### config.mk
export PLATFORM = sky130hd
export DESIGN_NAME = ccr_ctrl
export DESIGN_NICKNAME = d
export VERILOG_FILES = /design/src/rtl/core/ccr_pkg.sv /design/src/rtl/core/ccr_ctrl.sv
export SDC_FILE = /design/constraint.sdc
export NUM_CORES = 1
export LEC_CHECK = 0
export BUFFER_PORTS_ARGS = -buffer_cell sky130_fd_sc_hd__buf_4
export CAP_MARGIN = 20
export CORE_AREA = 4 4 41 43
export DETAILED_ROUTE_END_ITERATION = 10
export DIE_AREA = 0 0 45 47
export PLACE_DENSITY = 0.46
export RECOVER_POWER = 50
export SLEW_MARGIN = 5
export SYNTH_ARGS = -nofsm -noshare
export SYNTH_HDL_FRONTEND = slang
export SYNTH_SLANG_ARGS = --single-unit
### constraint.sdc
create_clock -name clk -period 2.34 [get_ports clk]
set_clock_uncertainty 0.1 [all_clocks]
set_input_delay 0.468 -clock clk [delete_from_list [all_inputs] [get_ports clk]]
set_output_delay 0.468 -clock clk [all_outputs]
set_load 0.01 [all_outputs]
### src/rtl/core/ccr_pkg.sv
// Package with the shared constants, codes and control types of the random-replacement cache.
`default_nettype none
package ccr_pkg;
  localparam int CACHE_LINES = 64;
  localparam int LINE_W      = 6;
  localparam int BLOCK_WORDS = 4;
  localparam int BW_W        = 2;
  localparam int WAYS_MAX    = 8;
  localparam int WAY_W       = 3;
  localparam int MEM_WORDS   = 65536;
  localparam int MEM_AW      = 16;
  localparam int TAG_W       = 14;
  localparam int CNT_W       = 7;
  localparam int MODE_W      = 4;
  localparam int ADDR_W      = 17;
  localparam int DATA_W      = 32;
  localparam int REG_W       = 4;
  localparam int KIND_W      = 2;
  localparam int IN_W        = 56;
  localparam int OUT_W       = 104;

  localparam logic [KIND_W-1:0] KIND_LOAD    = 2'd0;
  localparam logic [KIND_W-1:0] KIND_STORE   = 2'd1;
  localparam logic [KIND_W-1:0] KIND_PRELOAD = 2'd2;

  localparam logic [MODE_W-1:0] MODE_DIRECT = 4'd0;
  localparam logic [MODE_W-1:0] MODE_FULL   = 4'd1;

  localparam logic [15:0] LFSR_MASK = 16'hB400;

  typedef enum logic [2:0] {
    S_IDLE, S_DEC, S_LOOK, S_CMP, S_PICK, S_FILL, S_ACC, S_FIN
  } state_t;

  typedef struct packed {
    logic latch;
    logic dec;
    logic look;
    logic cmp;
    logic pick;
    logic fill;
    logic acc;
    logic fin;
  } cmd_t;

  typedef struct packed {
    logic mem_op;
    logic hit_now;
    logic last;
    logic fill_done;
    logic clearing;
  } status_t;
endpackage
`default_nettype wire

### src/rtl/core/ccr_ctrl.sv
// Controller state machine that sequences lookup, fill and access of one word.
`default_nettype none
module ccr_ctrl (
  input  wire            clk,
  input  wire            rst_n,
  input  wire            in_tvalid,
  output logic           in_tready,
  output logic           out_tvalid,
  input  wire            out_tready,
  input  ccr_pkg::status_t sts,
  output ccr_pkg::cmd_t  cmd
);
  import ccr_pkg::*;

  state_t state_r, state_nxt;
  logic   out_valid_r, out_valid_nxt;

  always_ff @(posedge clk) begin
    if (!rst_n) begin
      state_r     <= S_IDLE;
      out_valid_r <= 1'b0;
    end else begin
      state_r     <= state_nxt;
      out_valid_r <= out_valid_nxt;
    end
  end

  always_comb begin
    state_nxt     = state_r;
    out_valid_nxt = out_valid_r;
    if (out_valid_r && out_tready) out_valid_nxt = 1'b0;
    case (state_r)
      S_IDLE: if (in_tvalid && !out_valid_r && !sts.clearing) state_nxt = S_DEC;
      S_DEC:  state_nxt = sts.mem_op ? S_LOOK : S_FIN;
      S_LOOK: state_nxt = S_CMP;
      S_CMP: begin
        if (sts.hit_now) state_nxt = S_ACC;
        else if (sts.last) state_nxt = S_PICK;
        else state_nxt = S_LOOK;
      end
      S_PICK: state_nxt = S_FILL;
      S_FILL: if (sts.fill_done) state_nxt = S_ACC;
      S_ACC:  state_nxt = S_FIN;
      S_FIN: begin
        state_nxt     = S_IDLE;
        out_valid_nxt = 1'b1;
      end
      default: state_nxt = S_IDLE;
    endcase
  end

  always_comb begin
    cmd        = '0;
    in_tready  = (state_r == S_IDLE) && !out_valid_r && !sts.clearing;
    out_tvalid = out_valid_r;
    case (state_r)
      S_IDLE: cmd.latch = in_tvalid && !out_valid_r && !sts.clearing;
      S_DEC:  cmd.dec   = 1'b1;
      S_LOOK: cmd.look  = 1'b1;
      S_CMP:  cmd.cmp   = 1'b1;
      S_PICK: cmd.pick  = 1'b1;
      S_FILL: cmd.fill  = 1'b1;
      S_ACC:  cmd.acc   = 1'b1;
      S_FIN:  cmd.fin   = 1'b1;
      default: cmd = '0;
    endcase
  end

  a_cmd_onehot: assert property (@(posedge clk) disable iff (!rst_n) $onehot0(cmd))
    else $error("more than one command active");
  a_fill_holds: assert property (@(posedge clk) disable iff (!rst_n)
    (state_r == S_FILL && !sts.fill_done) |=> state_r == S_FILL)
    else $error("fill left early");
  a_accept_dec: assert property (@(posedge clk) disable iff (!rst_n)
    (in_tvalid && in_tready) |=> state_r == S_DEC)
    else $error("accepted word not decoded");
  a_fin_valid: assert property (@(posedge clk) disable iff (!rst_n)
    cmd.fin |=> out_tvalid)
    else $error("result not presented");
endmodule
`default_nettype wire

======== Yosys cells after proc, flatten, opt, wreduce, memory -nomap -nowiden ========
Cells that the tools add are included.
storage, ports and cells
  register bits after elaboration ......... 4
  input bits .............................. 9
  output and inout port bits .............. 10
  word-level logic and storage cells ...... 37
operators by class
  equal/unequal tests ..................... 9
  mux-type cells .......................... 16
  reduce and logical (&&, ||, !) cells .... 10
operators by type and width
  operator                                              count
  case mux 3 bit (8 select lines)                       1
  two-way mux 3 bit                                     5
  equality test 3 bit (second input constant)           4
  two-way mux 1 bit                                     10
  equality test 3 x 2 -> 1 bit (second input constant)  2
  logical AND 1 bit                                     5
  != test 2 bit (second input constant)                 2
  equality test 3 x 1 -> 1 bit (second input constant)  1
  zero test 3 bit                                       1
  zero test 1 bit                                       2
  AND reduction 2 bit                                   1
  nonzero test 2 bit                                    1

======== Logic depth before layout (Yosys ltp) ========
  depth in word-level cells ............... 5
  gate-level depth with buffers ........... 4
  gate-level depth less buffers ........... 3

======== Worst setup path before layout ========
Ideal clock, no wire load.
  path kind ............................... flip-flop to output port
  start point ............................. reg state_r[2]
  end point ............................... out cmd[7] in the netlist's numbering
  arrival time ............................ 1.046 ns
  data required time ...................... 1.772 ns
  path slack .............................. 0.726 ns
  cell stages (with the launch flop) ...... 4
  path buffers ............................ 0
  cell sequence ........................... dfxtp_1 -> or2_1 -> nor4_2 -> and2_1
RTL lines
  element                   RTL line        source
  start: declaration        ccr_ctrl.sv:15  state_t state_r, state_nxt;
  start signal: assignment  ccr_ctrl.sv:23  state_r <= state_nxt;
  end: declaration          ccr_ctrl.sv:11  output ccr_pkg::cmd_t cmd

==> flow_summary.yaml <==
synth:
  synth_ff_type: "dfxtp_1"
  synthCells: 38
  syn_area_um2: 294
  synth_edf_count: 0
  synth_nets: 47
  ys_seq_area_share_pct: 27.2
  yosysTopAreaCellShare_pct: 27.2
  async_reset_ff_share_pct: 0
  yosys-top-cells-count: "4 x dfxtp_1, 4 x nor2_1, 3 x inv_1, 3 x nand2_1, 3 x nor3b_1"
  synth_area_leaders: "dfxtp_1 27%, nor3b_1 7.7%, nor2_1 5.1%"
  synth_warnings: 0
  avgSynthCellArea_um2: 7.74
  synth_cell_type_count: 23
  yosys.area.top_type: "dfxtp_1"
  ys_ff_latch: 4
sta:
  fin_crit_ps: 2010
  max_slew_margin_pct: 76.4
  fin_crit_sh_pct: 85.8
  hold_viol_final: 0
  setup_slack_ps: 332
  fmax_ghz: 0.498
  grt_setup_unrepaired: "false"
  tightest_slew_ps: 353
  setup-tns-final_ps: 0
  final_max_slew_viol_count: 0
  finalSetupViolCount: 0
setup_path:
  critPathMaxStageDelay_ps: 520
  reg2reg_depth: 3
  end_kind: "output pin"
  arrival_ps: 1440
  crit_cells: 3
  critPathTopFamily: "flip-flops"
  endpoint: "cmd[2]"
  crit_fanout: 10
  path_class: "register to output pin"
  reg2reg_slack_ps: 800
  critPathLaunchType: "register"
  crit_path_top_delay_cell: "dfxtp_1"
  worstPathBufferInverterCount: 2
  worstPathRequired_ps: 1770
  r2r_end: "state_r[1]"
  crit_path_start: "state_r[0]"
  reg2reg_from: "state_r[0]"
  crit_chain: "clkinvlp_2 -> nor3b_1 -> buf_4"
place:
  dp.cells: 67
  hpwl_um: 591
  portBuffers: 18
  gp_congestion: 0.786
  pre_cts_ws_ps: 614
power_and_ir_drop:
  clkPwrFrac_pct: 28.2
  p_sw_share_pct: 35.0
  p_per_area_mw_per_mm2: 704
  ir_worst_vdd_mv: 0.204
  p_leak_uw: 0.000202
  combPwrFrac_pct: 35.8
  p_seq_share_pct: 36.0
  netSwitchingPower_uw: 106
  internal_power_uw: 197
finish:
  fin_util_pct: 33.0
  drive_gt1_share_pct: 36.4
  nets: 66
  area_growth_pct: 46.0
  final_cells: 70
  antenna_cells: 0
drt:
  drt_iter0_markers: 8
  wirelength_um: 774
  antenna_left: 0
  vias: 306
  firstDrtPassIters: 2
  viasPerCell: 4.37
  wl_per_cell_um: 11.1
  drc: 0
grt:
  grt_pass1_wl_um: 1210
  antenna_found_initial: 0
  track_usage_pct: 8.06
  grt_max_degree: 13
  grt_overflow: 0
  grt_pass1_vias: 279
clocking:
  cts_buffers: 3
  clock_sinks: 4
  clk_pin_slew_ps: 40
  h-tree-depth: 1
  post_cts_buffers: 0
  cts_buffer_depth: 2
  post_cts_resized: 0
  cts_tree: "done"
  clk_latency_ps: 230
  cts_hold_buf: 0
  cts-root-buf: "clkbuf_4"
floorplanning:
  placementRows: 13
  coreArea_mm2: 0.00130
  ios: 19
  dieArea_mm2: 0.00212
  die_width_um: 45
  start_util_pct: 22.6
  die_y_um: 47
job:
  cap_viol_max_count: 0
worst_hold_path:
  min_path_type: "input port to register"
outcome:
  status: "completed"
## cell type report
class / instances / area (um^2)
Timing Repair Buffer: 18 / 124
Clock buffer: 3 / 22.5
Multi-Input combinational cell: 26 / 168
Inverter: 4 / 16.3
Sequential cell: 4 / 80.1
Fill cell: 150 / 872
Tap cell: 15 / 18.8
## power groups by stage
stage | clock network, uW | logic, uW | registers (uW)
2_1_floorplan | 0 | 94.9 | 85.1
3_3_place_gp | 0 | 112 | 112
3_5_place_dp | 0 | 112 | 111
4_1_cts | 87.0 | 113 | 110
5_1_grt | 92.2 | 118 | 113
6_report | 85.3 | 108 | 109
## layout by cell type, fill, tap and decap left out
master,count
nand2b_1,1
nor2_1,4
buf_4,15
a31oi_1,1
a311o_1,1
o31ai_1,1
and2_1,1
inv_1,3
nand3b_1,1
nor3b_1,3
clkbuf_1,3
nand2_1,3
clkinvlp_2,1
dfxtp_1,4
a21oi_1,2
or2_1,1
clkbuf_4,3
and3_1,2
nor4_2,1
a211oi_1,1
o21ai_0,1
o311a_1,1
mux2_1,1
## registers in the layout (all words and copies together) (netlist names)
signal      flops
state_r         3
out_tvalid      1
## worst min path at each step
stage               startpoint    endpoint  depth (start not counted)
global placement    out_tvalid  out_tvalid                          2
floorplan           out_tvalid  out_tvalid                          2
CTS                      rst_n  state_r[0]                          2
global route             rst_n  state_r[0]                          2
finish                   rst_n  state_r[0]                          2
detailed placement  out_tvalid  out_tvalid                          2
## stage by stage
stage	area (um^2)	power (uW)	hold WS (ps)
floorplan	294	180	462
global placement	419	225	448
detailed placement	419	223	445
CTS	442	310	387
global route	429	323	383
finish	429	302	387
## cells by family (layout without fill, tap and decap cells)
| group | after synthesis | count (layout) | share of synthesized area, % |
|---|---|---|---|
| compound gates | 8 | 8 | 19.2 |
| buf+inv | 8 | 25 | 15.7 |
| flops | 4 | 4 | 27.2 |
| mux | 1 | 1 | 3.83 |
| simple gates | 17 | 17 | 34.0 |
## layer usage
metal	vias up	global-route usage, %	share of wire, %
met3	0	3.45	8.9
met2	14	10.2	39
met4	0	5.26	0
met5	-	0	0
li1	165	-	-
met1	127	10.9	52
No activity file was read; power rests on OpenSTA's default activity.
